## src/matrix_transform_unit_core_defines.svh

```systemverilog
// Assertion macros for the matrix transform unit
`ifndef MATRIX_TRANSFORM_UNIT_CORE_DEFINES_SVH
`define MATRIX_TRANSFORM_UNIT_CORE_DEFINES_SVH

`ifndef SYNTHESIS
`define MTU_ASSERT_NOW(lbl, ante, cons, msg) \
    lbl: assert property (@(posedge clk) disable iff (!rst_n) (ante) |-> (cons)) \
        else $error(msg);
`define MTU_ASSERT_NEXT(lbl, ante, cons, msg) \
    lbl: assert property (@(posedge clk) disable iff (!rst_n) (ante) |=> (cons)) \
        else $error(msg);
`else
`define MTU_ASSERT_NOW(lbl, ante, cons, msg)
`define MTU_ASSERT_NEXT(lbl, ante, cons, msg)
`endif

`endif

```

## src/mtu_pkg.sv

```systemverilog
// Shared types, constants and arithmetic helpers of the matrix transform unit
`timescale 1ns / 1ps
package mtu_pkg;

    typedef enum logic [2:0] {
        CMD_WRITE     = 3'd0,
        CMD_READ      = 3'd1,
        CMD_TRANSLATE = 3'd2,
        CMD_SCALE     = 3'd3,
        CMD_ROT_X     = 3'd4,
        CMD_ROT_Y     = 3'd5,
        CMD_ROT_Z     = 3'd6,
        CMD_NOP       = 3'd7
    } cmd_t;

    typedef struct packed {
        logic               done;
        logic signed [31:0] sin_val;
        logic signed [31:0] cos_val;
    } trig_t;

    localparam logic [31:0]        DEG_FULL     = 32'd23592960;
    localparam logic signed [25:0] DEG_FULL_S   = 26'sd23592960;
    localparam logic signed [25:0] DEG_HALF     = 26'sd11796480;
    localparam logic signed [25:0] DEG_QUARTER  = 26'sd5898240;
    localparam logic signed [27:0] DEG2RAD_Q32  = 28'sd74961320;
    localparam logic signed [32:0] CORDIC_GAIN  = 33'sd652032874;
    localparam logic [4:0]         CORDIC_LAST  = 5'd23;

    function automatic logic signed [32:0] atan_lut(input logic [4:0] i);
        logic signed [32:0] v;
        case (i)
            5'd0:    v = 33'sd843314857;
            5'd1:    v = 33'sd497837829;
            5'd2:    v = 33'sd263043837;
            5'd3:    v = 33'sd133525159;
            5'd4:    v = 33'sd67021687;
            5'd5:    v = 33'sd33543516;
            5'd6:    v = 33'sd16775851;
            5'd7:    v = 33'sd8388437;
            5'd8:    v = 33'sd4194283;
            5'd9:    v = 33'sd2097149;
            default: v = 33'sd1 <<< (5'd30 - i);
        endcase
        return v;
    endfunction

    function automatic logic signed [31:0] sat34(input logic signed [33:0] v);
        logic signed [31:0] r;
        if (v > 34'sd2147483647)
            r = 32'sh7fffffff;
        else if (v < -34'sd2147483648)
            r = 32'sh80000000;
        else
            r = v[31:0];
        return r;
    endfunction

    function automatic logic signed [31:0] rsat64(input logic signed [63:0] p);
        logic signed [63:0] t;
        logic signed [31:0] r;
        t = (p + 64'sd32768) >>> 16;
        if (t > 64'sd2147483647)
            r = 32'sh7fffffff;
        else if (t < -64'sd2147483648)
            r = 32'sh80000000;
        else
            r = t[31:0];
        return r;
    endfunction

endpackage

```

## src/mtu_cordic.sv

```systemverilog
// Angle reduction and iterative CORDIC sine/cosine in Q16.16
`timescale 1ns / 1ps
module mtu_cordic (
    input  logic               clk,
    input  logic               rst_n,
    input  logic               start,
    input  logic signed [31:0] angle,
    output mtu_pkg::trig_t     res
);
    import mtu_pkg::*;

    typedef enum logic [2:0] {
        C_IDLE, C_RED, C_FOLD, C_MUL, C_RAD, C_ITER, C_FIN
    } cstate_t;

    cstate_t            state_reg;
    logic               sgn_reg;
    logic [31:0]        mag_reg;
    logic [2:0]         k_reg;
    logic signed [24:0] m_reg;
    logic               neg_reg;
    logic signed [52:0] prod_reg;
    logic signed [32:0] cx_reg, cy_reg, cz_reg;
    logic [4:0]         i_reg;
    trig_t              res_reg;

    logic [31:0]        full_sh;
    logic signed [25:0] m0, m1, m2;
    logic               fneg;
    logic signed [52:0] rsum, rshift;
    logic signed [32:0] sh_x, sh_y, at;
    logic signed [32:0] cr, sr;

    assign full_sh = DEG_FULL << k_reg;

    always_comb
    begin
        m0 = $signed({1'b0, mag_reg[24:0]});
        if (sgn_reg)
            m0 = -m0;
        m1 = m0;
        if (m0 >= DEG_HALF)
            m1 = m0 - DEG_FULL_S;
        else if (m0 < -DEG_HALF)
            m1 = m0 + DEG_FULL_S;
        m2   = m1;
        fneg = 1'b0;
        if (m1 > DEG_QUARTER)
        begin
            m2   = m1 - DEG_HALF;
            fneg = 1'b1;
        end
        else if (m1 < -DEG_QUARTER)
        begin
            m2   = m1 + DEG_HALF;
            fneg = 1'b1;
        end
    end

    assign rsum   = prod_reg + 53'sd131072;
    assign rshift = rsum >>> 18;
    assign sh_x   = cx_reg >>> i_reg;
    assign sh_y   = cy_reg >>> i_reg;
    assign at     = atan_lut(i_reg);

    always_comb
    begin
        cr = (cx_reg + 33'sd8192) >>> 14;
        sr = (cy_reg + 33'sd8192) >>> 14;
        if (neg_reg)
        begin
            cr = -cr;
            sr = -sr;
        end
    end

    always_ff @(posedge clk or negedge rst_n)
    begin
        if (!rst_n)
        begin
            state_reg <= C_IDLE;
            sgn_reg   <= 1'b0;
            mag_reg   <= '0;
            k_reg     <= '0;
            m_reg     <= '0;
            neg_reg   <= 1'b0;
            prod_reg  <= '0;
            cx_reg    <= '0;
            cy_reg    <= '0;
            cz_reg    <= '0;
            i_reg     <= '0;
            res_reg   <= '0;
        end
        else
        begin
            res_reg.done <= 1'b0;
            case (state_reg)
                C_IDLE:
                begin
                    if (start)
                    begin
                        sgn_reg   <= angle[31];
                        mag_reg   <= angle[31] ? 32'(-angle) : 32'(angle);
                        k_reg     <= 3'd6;
                        state_reg <= C_RED;
                    end
                end
                C_RED:
                begin
                    if (mag_reg >= full_sh)
                        mag_reg <= mag_reg - full_sh;
                    k_reg <= k_reg - 3'd1;
                    if (k_reg == 3'd0)
                        state_reg <= C_FOLD;
                end
                C_FOLD:
                begin
                    m_reg     <= m2[24:0];
                    neg_reg   <= fneg;
                    state_reg <= C_MUL;
                end
                C_MUL:
                begin
                    prod_reg  <= 53'(m_reg) * 53'(DEG2RAD_Q32);
                    state_reg <= C_RAD;
                end
                C_RAD:
                begin
                    cx_reg    <= CORDIC_GAIN;
                    cy_reg    <= '0;
                    cz_reg    <= rshift[32:0];
                    i_reg     <= '0;
                    state_reg <= C_ITER;
                end
                C_ITER:
                begin
                    if (cz_reg >= 0)
                    begin
                        cx_reg <= cx_reg - sh_y;
                        cy_reg <= cy_reg + sh_x;
                        cz_reg <= cz_reg - at;
                    end
                    else
                    begin
                        cx_reg <= cx_reg + sh_y;
                        cy_reg <= cy_reg - sh_x;
                        cz_reg <= cz_reg + at;
                    end
                    i_reg <= i_reg + 5'd1;
                    if (i_reg == CORDIC_LAST)
                        state_reg <= C_FIN;
                end
                C_FIN:
                begin
                    res_reg.done    <= 1'b1;
                    res_reg.cos_val <= cr[31:0];
                    res_reg.sin_val <= sr[31:0];
                    state_reg       <= C_IDLE;
                end
                default:
                    state_reg <= C_IDLE;
            endcase
        end
    end

    assign res = res_reg;

endmodule

```

## config.mk

```make
export PLATFORM = sky130hd
export DESIGN_NAME = mtu_cordic
export DESIGN_NICKNAME = d
export VERILOG_FILES = /design/src/matrix_transform_unit_core_defines.svh /design/src/mtu_pkg.sv /design/src/mtu_cordic.sv
export SDC_FILE = /design/constraint.sdc
export NUM_CORES = 2
export LEC_CHECK = 0
export BUFFER_PORTS_ARGS = -buffer_cell sky130_fd_sc_hd__buf_4
export CAP_MARGIN = 20
export CORE_ASPECT_RATIO = 1.25
export CORE_UTILIZATION = 62
export CTS_BUF_LIST = sky130_fd_sc_hd__clkbuf_8
export DETAILED_ROUTE_END_ITERATION = 6
export GPL_TIMING_DRIVEN = 0
export PLACE_DENSITY = 0.79
export SYNTH_ARGS = -nofsm -noshare
export SYNTH_HDL_FRONTEND = slang
export SYNTH_SLANG_ARGS = --single-unit
```

## constraint.sdc

```tcl
create_clock -name clk -period 12.3 [get_ports clk]
set_input_delay 1.845 -clock clk [delete_from_list [all_inputs] [get_ports clk]]
set_output_delay 1.845 -clock clk [all_outputs]
set_load 0.02 [all_outputs]
```

== Yosys cells after proc, flatten, opt, wreduce, memory -nomap -nowiden ==
Cells that the tools add are included.

* Order comparisons: 6
* Multipliers: 1
* $add $sub $neg: 21
* Bitwise logic cells: 0
* Mux-type cells: 28
* Shift operators: 4
* Div/mod/pow operators: 0
* Reductions and logical operators: 9
* Equality and inequality tests: 20

{| class="wikitable"
|+ Operator list
! cell !! number
|-
| case mux 33 bit (10 select lines) || 1
|-
| case mux 33 bit (2 select lines) || 3
|-
| 2-to-1 mux 32 bit || 5
|-
| adder 33 bit || 3
|-
| 2-to-1 mux 33 bit || 3
|-
| subtractor 33 bit || 3
|-
| 2-to-1 mux 26 bit || 3
|-
| adder 33 x 15 -> 33 bit, second input constant || 2
|-
| >>> shifter 33 x 5 -> 33 bit || 2
|-
| 2-to-1 mux 65 bit || 1
|-
| negation 19 -> 32 bit || 2
|-
| case mux 32 bit (2 select lines) || 1
|-
| adder 51 x 19 -> 51 bit, second input constant || 1
|-
| 2-to-1 mux 25 bit || 2
|-
| multiplier 25 x 25 -> 48 bit, second input constant || 1
|-
| greater-or-equal comparator 33 x 1 -> 1 bit, second input constant || 1
|-
| <<< shifter 2 x 5 -> 33 bit, first input constant || 1
|-
| greater-or-equal comparator 32 bit || 1
|-
| negation 32 bit || 1
|-
| left shift 25 x 3 -> 32 bit, first input constant || 1
|-
| subtractor 32 bit || 1
|-
| adder 26 bit, second input constant || 1
|-
| greater-or-equal comparator 26 x 25 -> 1 bit, second input constant || 1
|-
| > comparator 26 x 24 -> 1 bit, second input constant || 1
|-
| 28 further kinds || 47
|}

* Latch bits: 0
* Register bits: 282
* Word-level logic and storage cells: 103
* Memory bits (writable): 0
* Bits of input ports: 35
* Memory bits (read-only): 0
* Memories kept: 0
* Output and inout bits: 65

== Logic depth before layout (Yosys ltp) ==
* Word-level depth: 8
* Mapped depth: 34
* Gate-level depth less buffers: 28

== Least setup slack after synthesis ==
OpenSTA, ideal clock, no wires.

* Path kind: register to register
* Start point: register m_reg[8]
* End point: register prod_reg[48]
* Setup slack: 5.370 ns
* Stages on the path, launching flop included: 26
* Data required time: 12.165 ns
* Path buffers: 0
* Setup time: 0.135 ns
* Period minus slack after synthesis: 6.930 ns
* Arrival: 6.796 ns
* Path through: dfrtp_1 > inv_1 > fa_1 > fa_1 > inv_1 > fa_1 > fa_1 > fa_1 > fa_1 > inv_1 > fa_1 > inv_1 > ha_1 > a21o_1 > a21o_1 > a21o_1 > a221o_1 > a21oi_1 > a211o_1 > a21oi_1 > o21a_1 > nand2_1 > a31oi_1 > a31oi_1 > xor2_1 > o21ai_0

* Cells in the longest elaborated chain, start to end: 1

{| class="wikitable"
|+ Ends and longest elaborated chain
! element !! line !! RTL
|-
| from (decl) || mtu_cordic.sv:20 || <nowiki>logic signed [24:0] m_reg;</nowiki>
|-
| from (signal assigned) || mtu_cordic.sv:118 || <nowiki>m_reg <= m2[24:0];</nowiki>
|-
| multiplier 25 x 25 -> 48 bit || mtu_cordic.sv:124 || <nowiki>prod_reg <= 53'(m_reg) * 53'(DEG2RAD_Q32);</nowiki>
|-
| to (signal assigned) || mtu_cordic.sv:124 ||
|-
| to (decl) || mtu_cordic.sv:22 || <nowiki>logic signed [52:0] prod_reg;</nowiki>
|}

Every way passes these cells.
A chain may end at the register's enable or synchronous reset.

== Worst setup path after layout ==
* Start point: register i_reg[2]
* End point: register cz_reg[32]

* Cells in the longest elaborated chain, start to end: 6
* Elaborated cells between the ends (all ways): 17
* Those cells by class: 3 x add/sub; 9 x eq/ne; 1 x shift; 3 x mux; 1 x reduce/logical

{| class="wikitable"
|+ Ends and longest elaborated chain
! element !! line !! RTL
|-
| from (decl) || mtu_cordic.sv:24 || <nowiki>logic [4:0] i_reg;</nowiki>
|-
| from (signal assigned) || mtu_cordic.sv:149 || <nowiki>i_reg <= i_reg + 5'd1;</nowiki>
|-
| subtractor 5 bit || mtu_pkg.sv:43 || <nowiki>default: v = 33'sd1 <<< (5'd30 - i);</nowiki>
|-
| <<< shifter 2 x 5 -> 33 bit || mtu_pkg.sv:43 ||
|-
| case mux 33 bit (10 select lines) * || mtu_pkg.sv:32 || <nowiki>case (i)</nowiki>
|-
| adder 33 bit / subtractor 33 bit (equally long branches) || mtu_cordic.sv:147, mtu_cordic.sv:141 ||
|-
| 2-to-1 mux 33 bit * || mtu_cordic.sv:137 || <nowiki>if (cz_reg >= 0)</nowiki>
|-
| case mux 33 bit (2 select lines) * || mtu_cordic.sv:97 || <nowiki>case (state_reg)</nowiki>
|-
| to (signal assigned) || mtu_cordic.sv:131 || <nowiki>cz_reg <= rshift[32:0];</nowiki>
|-
| to (signal assigned) || mtu_cordic.sv:141 || <nowiki>cz_reg <= cz_reg - at;</nowiki>
|-
| to (signal assigned) || mtu_cordic.sv:147 || <nowiki>cz_reg <= cz_reg + at;</nowiki>
|-
| to (decl) || mtu_cordic.sv:23 || <nowiki>logic signed [32:0] cx_reg, cy_reg, cz_reg;</nowiki>
|}

Every way passes the cells marked *; elsewhere a longest branch is shown, timed or not.

==> impl_metrics.json <==
{
  "status": "complete, no violations",
  "fp.dieW_um": 224.7,
  "row_count": 101,
  "track_usage_pct": 39.65,
  "grt-ovfl-total": 0,
  "yosys.cell_types.count": 97,
  "cp_top_family": "compound AO/OA/AOI/OAI gates",
  "synth_edf_count": 0,
  "fin_skew_ps": 60.51,
  "netlist_area_mm2": 0.03842,
  "place_ws_ps": 3586,
  "cp_common_cell": "buf_2",
  "routedWlPerCell_um": 22.54,
  "clk_latency_ps": 690,
  "async_flop_share_pct": 100.0,
  "nets": 5366,
  "fmax_mhz": 112.3,
  "grt_max_degree": 95,
  "final_cells": 5519,
  "drive_gt1_share_pct": 8.076,
  "portBuffers": 99,
  "dp.cells": 5429,
  "clkTransAtPathRegs_ps": 70,
  "cts_max_level": 2,
  "slew_headroom_pct": 21.46,
  "worst_pin_slew_ps": 1174,
  "setup_slack_ps": 3397,
  "setup_viol": 0,
  "cap_violations": 0,
  "cts.repair.resized": 0,
  "synth-seq-cells": 268,
  "largest_register_ffs": 65,
  "cts_hold_buf": 0,
  "cts_root_buf": "clkbuf_8",
  "gp_congestion": 1.100,
  "ys_warn_count": 0,
  "drt-vias-per-instance": 6.194,
  "arrival_ps": 9420,
  "initial_core_util_pct": 62.95,
  "slowest_delay_ps": 610,
  "ys.flop_type": "dfrtp_1",
  "crit_type": "register to register",
  "first_pass_iters": 6,
  "synth_cells": 4502,
  "ys_seq_area_share_pct": 17.45,
  "end_kind": "register",
  "worst_hold_slack_ps": 475.8,
  "yosys.area.top_type": "dfrtp_1",
  "syn-mean-instance-area_um2": 8.535,
  "required_ps": 12810,
  "area_growth_pct": 7.847,
  "dpl.hpwl_um": 99110,
  "drv_slew": 0,
  "period_share_pct": 72.38,
  "grt_pass1_wl_um": 190200,
  "post_cts_buffers": 0,
  "start_kind": "register",
  "synthTopCellsByArea": "dfrtp_1 (17%), fa_1 (15%), ha_1 (13%), inv_1 (6.1%), xnor2_1 (5.2%)",
  "fin_setup_tns_ps": 0,
  "cts_tree": "done",
  "core_area_mm2": 0.06104,
  "min_path_cells": 2,
  "critPathMaxFanout": 10,
  "syn-num-nets": 5211,
  "clock_sinks": 268,
  "drc_errors": 0,
  "finalHoldViolations": 0,
  "critical_path_depth": 32,
  "rsz0062_at_grt": "no",
  "finalCriticalPeriod_ps": 8903,
  "numCtsBuffers": 49,
  "synth_top_area_share_pct": 17.45,
  "cp_slowest_cell": "o41ai_1",
  "reg2reg_depth": 32,
  "pin_count": 100,
  "crit_buf_inv": 9,
  "grt_pass1_vias": 34170,
  "drtAntennaViolNets": 0,
  "antenna_found_initial": 5,
  "drt_wl_total_um": 124400,
  "vias": 34190,
  "worst_hold_path_type": "register to register",
  "clockBufferDepth": 3,
  "dieArea_mm2": 0.06298,
  "drt_iter0_drc": 2417,
  "die_height_um": 280.3
}
## per-layer routing
| metal | GRT usage [%] | vias up | share of wire, % | wire (um) |
|---|---|---|---|---|
| met3 | 7.320 | 560 | 7.1 | 8843 |
| met2 | 68.68 | 1484 | 49 | 60390 |
| li1 | - | 15670 | - | - |
| met5 | 0 | - | 0.0096 | 12 |
| met4 | 32.34 | 2 | 9.5 | 11780 |
| met1 | 42.06 | 16470 | 35 | 43370 |
## per-stage QoR
step | utilization (%) | cell area (um^2)
final | 67.89 | 41440
after global routing | 67.89 | 41440
after CTS | 67.88 | 41430
after detailed placement | 66.03 | 40300
after global placement | 65.86 | 40200
after floorplan | - | 38420
## final timing paths
check	slack, ps	startpoint	endpoint
setup / recovery	3400	i_reg[2]$_DFFE_PN0P_	cz_reg[32]$_DFFE_PN0P_
max in group asynchronous	10090	rst_n	mag_reg[14]$_DFFE_PN0P_
hold reg to reg	480	res[55]$_DFFE_PN0P_	res[55]$_DFFE_PN0P_
hold / removal	480	res[55]$_DFFE_PN0P_	res[55]$_DFFE_PN0P_
min in group asynchronous	1180	rst_n	res[22]$_DFFE_PN0P_
setup reg to reg	3400	i_reg[2]$_DFFE_PN0P_	cz_reg[32]$_DFFE_PN0P_
## area by class of cell
class	instances	area, um^2
Antenna cell	2	5.005
Buffer	193	894.6
Multi-Input combinational cell	3418	28490
Sequential cell	268	6708
Fill cell	5071	19600
Clock inverter	28	315.3
Timing Repair Buffer	104	845.8
Clock buffer	59	812.0
Tap cell	824	1031
Inverter	623	2338
## synth_stat cells, types with 12 or more instances
cell type and n:
mux2i_1 51, and2_1 22, nand2b_1 52, a21o_1 98, xnor2_1 228, nor4_1 12, or4_1 13, inv_1 621
and3_1 40, nor2_1 244, o31ai_1 42, dfrtp_1 268, or3_1 36, clkbuf_1 127, a31oi_1 28, o41ai_1 17
ha_1 386, buf_1 16, nand2_1 457, buf_2 30, mux4_2 74, a21oi_1 253, mux2_2 29, xor2_1 173
nor3_1 61, nor2b_1 21, nand3_1 83, o22ai_1 17, fa_1 288, or2_2 19, nand4_1 31, a211oi_1 20
o211ai_1 25, o21bai_1 20, o21a_1 33, o21ai_0 364
## layout by cell type, fill, tap and decap left out, drive strengths merged, types with 40 or more instances in the layout
master and n:
a21oi 253, xor2 173, nand3 84, and3 40, dfrtp 268, nor2 244
inv 631, mux2i 51, clkbuf 189, o21ai 371, a21o 98, ha 386
o31ai 43, nor3 61, fa 288, mux4 77, buf 167, nand2 457
nand2b 54, xnor2 228
## logic make-up (layout without fill, tap and decap cells)
family / after synthesis / after routing / share of synthesized area [%]
fa+ha+maj: 674 / 674 / 27.57
compound gates: 1041 / 1041 / 16.69
flops: 268 / 268 / 17.45
mux: 157 / 157 / 6.721
buf+inv: 816 / 1007 / 8.414
xor+xnor: 401 / 401 / 9.140
other cells: 0 / 2 / 0
simple gates: 1145 / 1145 / 14.01
## worst reg2reg max path, delay by kind of cell, from the launching register on
kind            cells  cell delay [ps]
compound gates     11             3030
xor+xnor            2              350
fa+ha+maj           2              600
buf+inv             9             2600
flops               1              540
simple gates        8             1600
Power is left out: the tool's default activity adds up to more than one toggle a clock period on the data nets, which glitch-free logic cannot reach.
